==> src/rtl/core/pattern_or_timed_pulse_trigger_defines.svh <==
// Assertion macros for the trigger block.
// Both expect signals named clk and arst_n in the enclosing scope.
`ifndef PATTERN_OR_TIMED_PULSE_TRIGGER_DEFINES_SVH
`define PATTERN_OR_TIMED_PULSE_TRIGGER_DEFINES_SVH

`ifndef ASSERT_OFF
// Check a property on every rising edge, outside reset
`define POT_ASSERT(lbl, prop, msg) \
	lbl: assert property (@(posedge clk) disable iff (!arst_n) prop) else $error(msg);
// Check that an expression never holds, outside reset
`define POT_NEVER(lbl, expr, msg) \
	lbl: assert property (@(posedge clk) disable iff (!arst_n) !(expr)) else $error(msg);
`else
`define POT_ASSERT(lbl, prop, msg)
`define POT_NEVER(lbl, expr, msg)
`endif

`endif

==> src/rtl/core/pot_pkg.sv <==
package pot_pkg;

	// Fixed field and register widths
	localparam int CFG_IDX_W  = 3;
	localparam int CFG_DATA_W = 64;
	localparam int PAT_W      = 64;
	localparam int LEN_W      = 4;
	localparam int DLY_W      = 20;

	// Input commands
	localparam logic [1:0] CMD_BYTE  = 2'd0;
	localparam logic [1:0] CMD_TICK  = 2'd1;
	localparam logic [1:0] CMD_REARM = 2'd2;

	// Sequence phases
	localparam logic [1:0] PH_WAIT   = 2'd0;
	localparam logic [1:0] PH_DELAY  = 2'd1;
	localparam logic [1:0] PH_ACTIVE = 2'd2;
	localparam logic [1:0] PH_DONE   = 2'd3;

	// Trigger modes
	localparam logic MODE_TIMED  = 1'b0;
	localparam logic MODE_SERIAL = 1'b1;

	// Register indexes
	localparam logic [CFG_IDX_W-1:0] REG_MODE         = 3'd0;
	localparam logic [CFG_IDX_W-1:0] REG_START_PAT    = 3'd1;
	localparam logic [CFG_IDX_W-1:0] REG_START_LEN    = 3'd2;
	localparam logic [CFG_IDX_W-1:0] REG_STOP_PAT     = 3'd3;
	localparam logic [CFG_IDX_W-1:0] REG_STOP_LEN     = 3'd4;
	localparam logic [CFG_IDX_W-1:0] REG_START_DELAY  = 3'd5;
	localparam logic [CFG_IDX_W-1:0] REG_ACTIVE_DUR   = 3'd6;

	typedef struct packed {
		logic [1:0] cmd;
		logic [7:0] rx_byte;
		logic       power_sensed;
	} in_item_t;

	typedef struct packed {
		logic       pulse_active;
		logic [1:0] phase;
		logic       started;
		logic       stopped;
	} out_item_t;

	// Configuration as seen by the datapath, lengths already clamped
	typedef struct packed {
		logic             trigger_mode;
		logic [PAT_W-1:0] start_pattern;
		logic [LEN_W-1:0] start_len;
		logic [PAT_W-1:0] stop_pattern;
		logic [LEN_W-1:0] stop_len;
	} cfg_t;

	// Window control from the sequencer
	typedef struct packed {
		logic shift;
		logic clear;
	} win_ctl_t;

	// Pattern match flags from the window
	typedef struct packed {
		logic start_hit;
		logic stop_hit;
	} win_hit_t;

endpackage

==> src/rtl/core/pot_if.sv <==
// Input item channel
interface pot_in_if;
	import pot_pkg::*;

	logic     valid;
	logic     ready;
	in_item_t data;

	modport source (output valid, output data, input ready);
	modport sink (input valid, input data, output ready);
endinterface

// Result item channel
interface pot_out_if;
	import pot_pkg::*;

	logic      valid;
	logic      ready;
	out_item_t data;

	modport source (output valid, output data, input ready);
	modport sink (input valid, input data, output ready);
endinterface

==> src/rtl/core/pattern_or_timed_pulse_trigger.sv <==
// Channel   Modport  Transaction
// item      sink     cmd, rx_byte, power_sensed
// result    source   pulse_active, phase, started, stopped
// cfg_*     write    register index and data, no read-back
//
// An accepted transaction is held in the input register, then passes through the
// sequencer into the result register.
// One transaction is accepted per cycle, sustained, while the result side is ready.
// Reset clears the window, the sequence and the registers to their defaults.
// A stalled result holds; the input register keeps filling until it too is full.
`include "pattern_or_timed_pulse_trigger_defines.svh"

module pattern_or_timed_pulse_trigger #(
	parameter int PATTERN_BYTES = 8,
	parameter int DELAY_BITS    = 20
) (
	input  logic                           clk,
	input  logic                           arst_n,
	input  logic                           cfg_we,
	input  logic [pot_pkg::CFG_IDX_W-1:0]  cfg_index,
	input  logic [pot_pkg::CFG_DATA_W-1:0] cfg_wdata,
	pot_in_if.sink                         item,
	pot_out_if.source                      result
);
	import pot_pkg::*;

	cfg_t                  cfg;
	logic [DELAY_BITS-1:0] start_delay;
	logic [DELAY_BITS-1:0] active_delay;

	in_item_t  item_s1;
	logic      valid_s1;
	out_item_t result_s2;
	logic      valid_s2;
	logic      advance;

	win_ctl_t  win_ctl;
	win_hit_t  hit;
	out_item_t next_result;

	// Move the input register on when the result register is free or draining
	assign advance    = valid_s1 & (~valid_s2 | result.ready);
	assign item.ready = ~valid_s1 | advance;

	// Input register
	always_ff @(posedge clk or negedge arst_n) begin
		if (!arst_n) begin
			valid_s1 <= 1'b0;
		end else if (item.ready) begin
			valid_s1 <= item.valid;
		end
	end

	always_ff @(posedge clk) begin
		if (item.valid && item.ready) begin
			item_s1 <= item.data;
		end
	end

	// Result register
	always_ff @(posedge clk or negedge arst_n) begin
		if (!arst_n) begin
			valid_s2 <= 1'b0;
		end else if (advance) begin
			valid_s2 <= 1'b1;
		end else if (result.ready) begin
			valid_s2 <= 1'b0;
		end
	end

	always_ff @(posedge clk) begin
		if (advance) begin
			result_s2 <= next_result;
		end
	end

	assign result.valid = valid_s2;
	assign result.data  = result_s2;

	pot_cfg #(
		.PATTERN_BYTES (PATTERN_BYTES),
		.DELAY_BITS    (DELAY_BITS)
	) u_cfg (
		.clk          (clk),
		.arst_n       (arst_n),
		.cfg_we       (cfg_we),
		.cfg_index    (cfg_index),
		.cfg_wdata    (cfg_wdata),
		.cfg          (cfg),
		.start_delay  (start_delay),
		.active_delay (active_delay)
	);

	pot_window #(
		.PATTERN_BYTES (PATTERN_BYTES)
	) u_window (
		.clk     (clk),
		.arst_n  (arst_n),
		.ctl     (win_ctl),
		.rx_byte (item_s1.rx_byte),
		.cfg     (cfg),
		.hit     (hit)
	);

	pot_ctrl #(
		.DELAY_BITS (DELAY_BITS)
	) u_ctrl (
		.clk          (clk),
		.arst_n       (arst_n),
		.advance      (advance),
		.item         (item_s1),
		.trigger_mode (cfg.trigger_mode),
		.start_delay  (start_delay),
		.active_delay (active_delay),
		.hit          (hit),
		.win_ctl      (win_ctl),
		.result       (next_result)
	);

	// Output is driven exactly while the sequence is in the active phase
	`POT_ASSERT(a_pulse_phase, result.valid |-> (result.data.pulse_active == (result.data.phase == PH_ACTIVE)), "pulse_active disagrees with phase")
	// Start and stop cannot land on the same transaction
	`POT_NEVER(a_start_stop, result.valid && result.data.started && result.data.stopped, "started and stopped together")
	// A start always leaves the sequence active
	`POT_ASSERT(a_start_active, (result.valid && result.data.started) |-> (result.data.phase == PH_ACTIVE), "started outside the active phase")
	// A held input moves into an empty result register
	`POT_ASSERT(a_s1_drains, (valid_s1 && !valid_s2) |=> valid_s2, "input register failed to advance")

endmodule

==> src/rtl/core/pot_cfg.sv <==
module pot_cfg #(
	parameter int PATTERN_BYTES = 8,
	parameter int DELAY_BITS    = 20
) (
	input  logic                             clk,
	input  logic                             arst_n,
	input  logic                             cfg_we,
	input  logic [pot_pkg::CFG_IDX_W-1:0]    cfg_index,
	input  logic [pot_pkg::CFG_DATA_W-1:0]   cfg_wdata,
	output pot_pkg::cfg_t                    cfg,
	output logic [DELAY_BITS-1:0]            start_delay,
	output logic [DELAY_BITS-1:0]            active_delay
);
	import pot_pkg::*;

	localparam int CW = (DELAY_BITS > DLY_W) ? DELAY_BITS : DLY_W;

	logic             mode_q;
	logic [PAT_W-1:0] start_pat_q;
	logic [LEN_W-1:0] start_len_q;
	logic [PAT_W-1:0] stop_pat_q;
	logic [LEN_W-1:0] stop_len_q;
	logic [DLY_W-1:0] start_dly_q;
	logic [DLY_W-1:0] act_dly_q;

	// Force a length into one to the window depth
	function automatic logic [LEN_W-1:0] clamp_len(input logic [LEN_W-1:0] len);
		logic [LEN_W-1:0] r;
		r = len;
		if (r == '0) r = LEN_W'(1);
		if (r > LEN_W'(PATTERN_BYTES)) r = LEN_W'(PATTERN_BYTES);
		return r;
	endfunction

	// Force a delay into one to the counter maximum
	function automatic logic [DELAY_BITS-1:0] clamp_dly(input logic [DLY_W-1:0] d);
		logic [CW-1:0] dx;
		logic [CW-1:0] dmax;
		dx   = CW'(d);
		dmax = CW'({DELAY_BITS{1'b1}});
		if (dx > dmax) dx = dmax;
		if (dx == '0) dx = CW'(1);
		return DELAY_BITS'(dx);
	endfunction

	// Write the addressed register
	always_ff @(posedge clk or negedge arst_n) begin
		if (!arst_n) begin
			mode_q      <= MODE_TIMED;
			start_pat_q <= '0;
			start_len_q <= LEN_W'(1);
			stop_pat_q  <= '0;
			stop_len_q  <= LEN_W'(1);
			start_dly_q <= DLY_W'(1);
			act_dly_q   <= DLY_W'(1);
		end else if (cfg_we) begin
			unique case (cfg_index)
				REG_MODE:        mode_q      <= cfg_wdata[0];
				REG_START_PAT:   start_pat_q <= cfg_wdata[PAT_W-1:0];
				REG_START_LEN:   start_len_q <= cfg_wdata[LEN_W-1:0];
				REG_STOP_PAT:    stop_pat_q  <= cfg_wdata[PAT_W-1:0];
				REG_STOP_LEN:    stop_len_q  <= cfg_wdata[LEN_W-1:0];
				REG_START_DELAY: start_dly_q <= cfg_wdata[DLY_W-1:0];
				REG_ACTIVE_DUR:  act_dly_q   <= cfg_wdata[DLY_W-1:0];
				default: ;
			endcase
		end
	end

	// Present the clamped view
	always_comb begin
		cfg.trigger_mode  = mode_q;
		cfg.start_pattern = start_pat_q;
		cfg.start_len     = clamp_len(start_len_q);
		cfg.stop_pattern  = stop_pat_q;
		cfg.stop_len      = clamp_len(stop_len_q);
	end

	assign start_delay  = clamp_dly(start_dly_q);
	assign active_delay = clamp_dly(act_dly_q);

endmodule

==> src/rtl/core/pot_window.sv <==
module pot_window #(
	parameter int PATTERN_BYTES = 8
) (
	input  logic              clk,
	input  logic              arst_n,
	input  pot_pkg::win_ctl_t ctl,
	input  logic [7:0]        rx_byte,
	input  pot_pkg::cfg_t     cfg,
	output pot_pkg::win_hit_t hit
);
	import pot_pkg::*;

	localparam int WIN_W = 8 * PATTERN_BYTES;

	logic [WIN_W-1:0] win_q;
	logic [LEN_W-1:0] fill_q;
	logic [WIN_W-1:0] win_shift;
	logic [LEN_W-1:0] fill_next;

	// Newest byte at the bottom, the oldest falls off the top
	assign win_shift = WIN_W'({win_q, rx_byte});
	assign fill_next = (fill_q < LEN_W'(PATTERN_BYTES)) ? fill_q + LEN_W'(1) : fill_q;

	// Compare the newest len bytes with the first len pattern characters
	function automatic logic match(
		input logic [WIN_W-1:0] w,
		input logic [LEN_W-1:0] fill,
		input logic [PAT_W-1:0] pat,
		input logic [LEN_W-1:0] len
	);
		logic [PAT_W-1:0] rev;
		logic [PAT_W-1:0] aligned;
		logic [2:0]       sh;
		logic             ok;
		for (int i = 0; i < 8; i++) begin
			rev[8*i +: 8] = pat[8*(7-i) +: 8];
		end
		sh      = 3'(LEN_W'(8) - len);
		aligned = rev >> {sh, 3'b000};
		ok      = (fill >= len);
		for (int j = 0; j < PATTERN_BYTES; j++) begin
			if ((LEN_W'(j) < len) && (w[8*j +: 8] != aligned[8*j +: 8])) ok = 1'b0;
		end
		return ok;
	endfunction

	assign hit.start_hit = match(win_shift, fill_next, cfg.start_pattern, cfg.start_len);
	assign hit.stop_hit  = match(win_shift, fill_next, cfg.stop_pattern, cfg.stop_len);

	// Clear, shift in or hold the window
	always_ff @(posedge clk or negedge arst_n) begin
		if (!arst_n) begin
			win_q  <= '0;
			fill_q <= '0;
		end else if (ctl.clear) begin
			win_q  <= '0;
			fill_q <= '0;
		end else if (ctl.shift) begin
			win_q  <= win_shift;
			fill_q <= fill_next;
		end
	end

endmodule

==> src/rtl/core/pot_ctrl.sv <==
module pot_ctrl #(
	parameter int DELAY_BITS = 20
) (
	input  logic                  clk,
	input  logic                  arst_n,
	input  logic                  advance,
	input  pot_pkg::in_item_t     item,
	input  logic                  trigger_mode,
	input  logic [DELAY_BITS-1:0] start_delay,
	input  logic [DELAY_BITS-1:0] active_delay,
	input  pot_pkg::win_hit_t     hit,
	output pot_pkg::win_ctl_t     win_ctl,
	output pot_pkg::out_item_t    result
);
	import pot_pkg::*;

	logic [1:0]            phase_q;
	logic [DELAY_BITS-1:0] tick_q;
	logic                  pulse_q;

	logic [1:0]            phase_d;
	logic [DELAY_BITS-1:0] tick_d;
	logic                  pulse_d;
	logic                  started;
	logic                  stopped;
	logic                  shift;
	logic                  clr;
	logic [DELAY_BITS:0]   tick_inc;

	assign tick_inc = {1'b0, tick_q} + (DELAY_BITS+1)'(1);

	// Work out the next phase and the flags for this transaction
	always_comb begin
		phase_d = phase_q;
		tick_d  = tick_q;
		pulse_d = pulse_q;
		started = 1'b0;
		stopped = 1'b0;
		shift   = 1'b0;
		clr     = 1'b0;
		unique case (item.cmd)
			CMD_BYTE: begin
				if (trigger_mode == MODE_SERIAL &&
				    (phase_q == PH_WAIT || phase_q == PH_ACTIVE)) begin
					shift = 1'b1;
					if (phase_q == PH_WAIT) begin
						if (hit.start_hit) begin
							pulse_d = 1'b1;
							phase_d = PH_ACTIVE;
							started = 1'b1;
							clr     = 1'b1;
						end
					end else if (hit.stop_hit) begin
						pulse_d = 1'b0;
						phase_d = PH_DONE;
						stopped = 1'b1;
					end
				end
			end
			CMD_TICK: begin
				if (trigger_mode == MODE_TIMED) begin
					unique case (phase_q)
						PH_WAIT: begin
							if (item.power_sensed) begin
								phase_d = PH_DELAY;
								tick_d  = '0;
							end
						end
						PH_DELAY: begin
							tick_d = tick_inc[DELAY_BITS-1:0];
							if (tick_inc >= {1'b0, start_delay}) begin
								pulse_d = 1'b1;
								phase_d = PH_ACTIVE;
								started = 1'b1;
								tick_d  = '0;
							end
						end
						PH_ACTIVE: begin
							tick_d = tick_inc[DELAY_BITS-1:0];
							if (tick_inc >= {1'b0, active_delay}) begin
								pulse_d = 1'b0;
								phase_d = PH_DONE;
								stopped = 1'b1;
								tick_d  = '0;
							end
						end
						default: ;
					endcase
				end
			end
			CMD_REARM: begin
				stopped = pulse_q;
				pulse_d = 1'b0;
				phase_d = PH_WAIT;
				tick_d  = '0;
				clr     = 1'b1;
			end
			default: ;
		endcase
	end

	assign win_ctl.shift = advance & shift;
	assign win_ctl.clear = advance & clr;

	always_comb begin
		result.pulse_active = pulse_d;
		result.phase        = phase_d;
		result.started      = started;
		result.stopped      = stopped;
	end

	// Advance the sequence state on each transaction
	always_ff @(posedge clk or negedge arst_n) begin
		if (!arst_n) begin
			phase_q <= PH_WAIT;
			tick_q  <= '0;
			pulse_q <= 1'b0;
		end else if (advance) begin
			phase_q <= phase_d;
			tick_q  <= tick_d;
			pulse_q <= pulse_d;
		end
	end

endmodule

==> src/flat_wrapper.sv <==
// flat-port wrapper written by rule: the top's interface ports become plain ports
module pattern_or_timed_pulse_trigger_flat import pot_pkg::*;
#(
	parameter int PATTERN_BYTES = 8,
	parameter int DELAY_BITS    = 20
)
  (clk, arst_n, cfg_we, cfg_index, cfg_wdata, item_valid, item_data, item_ready, result_valid, result_data, result_ready);
  pot_in_if item_i ();
  pot_out_if result_i ();
  input  logic clk;
  input  logic arst_n;
  input  logic cfg_we;
  input  logic [pot_pkg::CFG_IDX_W-1:0] cfg_index;
  input  logic [pot_pkg::CFG_DATA_W-1:0] cfg_wdata;
  input wire logic [$bits(item_i.valid)-1:0] item_valid;
  input wire logic [$bits(item_i.data)-1:0] item_data;
  output wire logic [$bits(item_i.ready)-1:0] item_ready;
  output wire logic [$bits(result_i.valid)-1:0] result_valid;
  output wire logic [$bits(result_i.data)-1:0] result_data;
  input wire logic [$bits(result_i.ready)-1:0] result_ready;
  assign item_i.valid = item_valid;
  assign item_i.data = item_data;
  assign item_ready = item_i.ready;
  assign result_valid = result_i.valid;
  assign result_data = result_i.data;
  assign result_i.ready = result_ready;
  pattern_or_timed_pulse_trigger #(.PATTERN_BYTES(PATTERN_BYTES), .DELAY_BITS(DELAY_BITS)) u_core (.clk(clk), .arst_n(arst_n), .cfg_we(cfg_we), .cfg_index(cfg_index), .cfg_wdata(cfg_wdata), .item(item_i), .result(result_i));
endmodule
==> config.mk <==
export PLATFORM = sky130hd
export DESIGN_NAME = pattern_or_timed_pulse_trigger_flat
export DESIGN_NICKNAME = d
export VERILOG_FILES = /design/src/rtl/core/pot_pkg.sv /design/src/rtl/core/pot_if.sv /design/src/rtl/core/pattern_or_timed_pulse_trigger.sv /design/src/rtl/core/pot_cfg.sv /design/src/rtl/core/pot_window.sv /design/src/rtl/core/pot_ctrl.sv /design/src/flat_wrapper.sv
export VERILOG_INCLUDE_DIRS = /design/src /design/src/rtl/core
export SDC_FILE = /design/constraint.sdc
export NUM_CORES = 1
export LEC_CHECK = 0
export ABC_AREA = 1
export ABC_CLOCK_PERIOD_IN_PS = 4600
export BUFFER_PORTS_ARGS = -buffer_cell sky130_fd_sc_hd__buf_2
export CORE_MARGIN = 10
export CORE_UTILIZATION = 49
export CTS_BUF_LIST = sky130_fd_sc_hd__clkbuf_4 sky130_fd_sc_hd__clkbuf_8
export CTS_CLUSTER_SIZE = 25
export DETAILED_ROUTE_END_ITERATION = 6
export MAX_ROUTING_LAYER = met4
export PLACE_DENSITY = 0.75
export RECOVER_POWER = 50
export REMOVE_ABC_BUFFERS = 1
export SLEW_MARGIN = 0
export SYNTH_ARGS = -nofsm -noshare
export SYNTH_HDL_FRONTEND = slang
export SYNTH_SLANG_ARGS = --single-unit
export TNS_END_PERCENT = 5
==> constraint.sdc <==
create_clock -name clk -period 4.6 [get_ports clk]
set_clock_uncertainty 0.1 [all_clocks]
set_input_delay 0.92 -clock clk [delete_from_list [all_inputs] [get_ports clk]]
set_output_delay 0.92 -clock clk [all_outputs]
set_load 0.01 [all_outputs]
==> metrics.txt <==
outcome finished with violations; failing checks capacitance limit, slew limit; Max transition margin -86.6%; Final Max Slew Viols 181; IO Pins 90; xor and xnor area share after synthesis 1.04%; mux share of post-synthesis cell area 0%; share of flip-flops with an asynchronous set or reset 94.2%; Worst R2R Setup Slack 400 ps; RSZ-0062 raised after global routing no; Data required, critical path 5010 ps; Final Hold Viols 0; final worst slack 401 ps; routed vias 20.3k; Via density 5.72; Peak Freq 0.238 GHz; synth top area cells dfrtp_1 33%, nand2_1 20%, nand3_1 13%; hold slack 333 ps; site row count 72; synth cell count leaders 1018 x nand2_1, 519 x nand3_1, 354 x inv_1; flip-flop and latch count after synthesis around 280; clk root buf clkbuf_8; area of the core 0.0388 sq mm; Placed Cells 3456; largest family of logic cells by synthesized area simple AND/OR/NAND/NOR gates; Place WS 372 ps; initial antenna violation count 0; IO buf count 89; PD cells 576 mW/mm^2; CTS HTree Levels 2; CTS clk-pin slew, worst paths 70 ps; Die Footprint roughly 0.048 sq mm; hold_buf cts 0; Die W about 220 um; Post-DP Area ~0.02 sq mm; CTS Sinks 278; Non-Filler Instances 3549; die extent in y ~220 um; VDD IR-drop max between 0.2 and 0.3 mV; YS warnings 0; Diodes inserted 0; launching element type of the critical path register; Synth Area in Adders under 10%; vias in the first global route between 15k and 20k; area occupied by multi-input gates 0.0104 sq mm; Worst Hold Class in2reg; total power 12.4 mW; CP Capture Type register; first-pass GRT wire length between 100 and 150 mm; Final ANT Viol Nets 0; routed len/inst about 19 um; Fill cells just under 4k; routed wire length 67.7 mm; CP arrival 4610 ps; critical path endpoint u_core.u_window.win_q[24]$_DFFE_PN0P_; Top FF cell, synth dfrtp_1; top-area cell type share of the netlist area 33.3%; Cell Area, Synth 0.0194 sq mm; most numerous cell in the Yosys netlist nand2_1; EDFF count, synth 16; post-CTS setup buffer count 0; Final Cell Area 0.0216 sq mm; All-Layer GR Usage 28.8%; Area Overhead vs Synth 11.4%; Worst Setup SP u_core.u_cfg.start_len_q[0]$_DFFE_PN1P_; worst-margin pin slew 2800 ps; largest net degree at the start of global routing 101; FF-to-FF Start u_core.u_cfg.start_len_q[0]$_DFFE_PN1P_; Overflow after GRT 0; sequential fraction of the synthesis area 36.4%; CTS tree done; Gate Count Post-Synth 2959; maxcap violations 3; CP Class reg2reg; final worst-path cycle share 91.3%; FF-to-FF path depth 21; initial DRC count 2021; area leader, netlist dfrtp_1; Residual DRC 0; worst r2r dst u_core.u_window.win_q[24]$_DFFE_PN0P_; layout cells sized above 1 8.45%; Sequential cell area 0.00704 sq mm; Cell variety after synth between 40 and 50; Compound-Gate Fraction of Synth Area just under 10%; CTS Buffer Depth 3; simple-gate share of the synthesized area between 30% and 40%; DP HPWL 47.4 mm; Final min period 4200 ps; final setup vio count 0; Layout Nets 3133; Final GP Congestion ~0.97; Worst-Skew Late Latency 670 ps; Leak Pwr 11.4 nW; number of buffers created by CTS 51; Post-Syn Area per Cell about 6.5 sq um; Crit Path Max Fanout 58; Initial Util approximately half; DR pass1 iterations 7
## routing by layer
metal  GRT usage (%)  vias up  wire length [um]
met3            4.11      180              5540
li1                -     9691                 -
met4            13.1        0              3070
met1            38.0     9499             29200
met2            43.4      925             29900
met5               -        -                 0
## worst min-delay path by stage
stage	cells past startpoint	from	to
after floorplan	2	u_core.u_cfg.start_pat_q[59]$_DFFE_PN0P_	u_core.u_cfg.start_pat_q[59]$_DFFE_PN0P_
after global placement	2	u_core.u_ctrl.pulse_q$_DFFE_PN0P_	u_core.u_ctrl.pulse_q$_DFFE_PN0P_
after detailed placement	2	u_core.u_cfg.start_pat_q[34]$_DFFE_PN0P_	u_core.u_cfg.start_pat_q[34]$_DFFE_PN0P_
after CTS	1	arst_n	u_core.u_window.win_q[21]$_DFFE_PN0P_
after global routing	1	item_data[8]	u_core.item_s1[8]$_DFFE_PP_
final	1	item_data[8]	u_core.item_s1[8]$_DFFE_PP_
## metrics by stage
stage	utilization [%]	TNS, ps
2_1_floorplan	-	-188070
3_3_place_gp	52.4	0
3_5_place_dp	52.4	0
4_1_cts	55.6	0
5_1_grt	55.6	0
6_report	55.6	0
## state kept, by name, summed over array words and instances (netlist names)
signal and count:
u_core.u_cfg.act_dly_q 20, u_core.valid_s1 1, u_core.u_window.fill_q 4, u_core.item_s1 11
u_core.u_cfg.stop_len_q 4, u_core.u_cfg.stop_pat_q 64, u_core.u_cfg.start_len_q 4, u_core.result.data 5
u_core.u_window.win_q 56, u_core.u_cfg.start_pat_q 64, u_core.u_ctrl.tick_q 20, u_core.u_ctrl.pulse_q 1
u_core.u_cfg.start_dly_q 20, u_core.u_cfg.mode_q 1, u_core.u_ctrl.phase_q 2, u_core.result.valid 1
## kinds of logic after synthesis
| family | Yosys count |
|---|---|
| xor+xnor | 20 |
| fa+ha+maj | 59 |
| buf+inv | 509 |
| simple gates | 1744 |
| flops | 278 |
| compound gates | 349 |
## report_power, final
part	internal (mW)	switching, mW	leakage, nW
combinational	1.85	4.32	7.21
clock	1.79	1.18	0.651
sequential	2.88	0.407	3.54
total	6.53	5.90	11.4
## cell type report
type	count	area share, %
inverters	358	6.23
repair buffers	130	4.14
flip-flops and latches	278	32.6
clock buffers	70	4.23
well taps	518	3.00
multi-input cells	2172	48.2
clock inverters	23	1.57
## worst max-delay path, stage by stage, from the launching register on
cell and delay, ps:
dfstp_2 550, o21bai_1 120, nand2_2 80, ha_2 260, xor2_4 490, buf_4 420, nand3_1 180, nand3_1 100
nand2_1 60, inv_1 50, nand2_1 100, nor2_1 300, nand2_1 140, nand2_1 80, nand2_1 60, nor2_2 130
nand2_1 100, nand2_1 90, nand2_2 80, nand2_2 80, buf_12 320, o21ai_0 150
## timing repair
action                                  CTS  global route
endpoints found under the hold margin     0             0
resized for setup                         0             1
endpoints found under the setup margin    0            25
## cell usage in the layout (no fill, tap or decap), types with 6 or more instances in the layout
master,count
nand2_1,1014
nand3_1,518
inv_1,352
dfrtp_1,258
o21ai_0,243
nor2_1,102
buf_2,86
clkbuf_8,62
nand4_1,60
ha_1,57
o21ai_1,29
a21oi_1,28
buf_4,27
a32o_1,18
edfxtp_1,16
xor2_1,13
nor3_1,12
buf_12,12
nand3b_1,11
nor4_1,10
o21ai_2,10
bufinv_16,9
clkinv_2,9
clkbuf_4,8
nand2_2,6
Power figures use the tool's default switching activity.
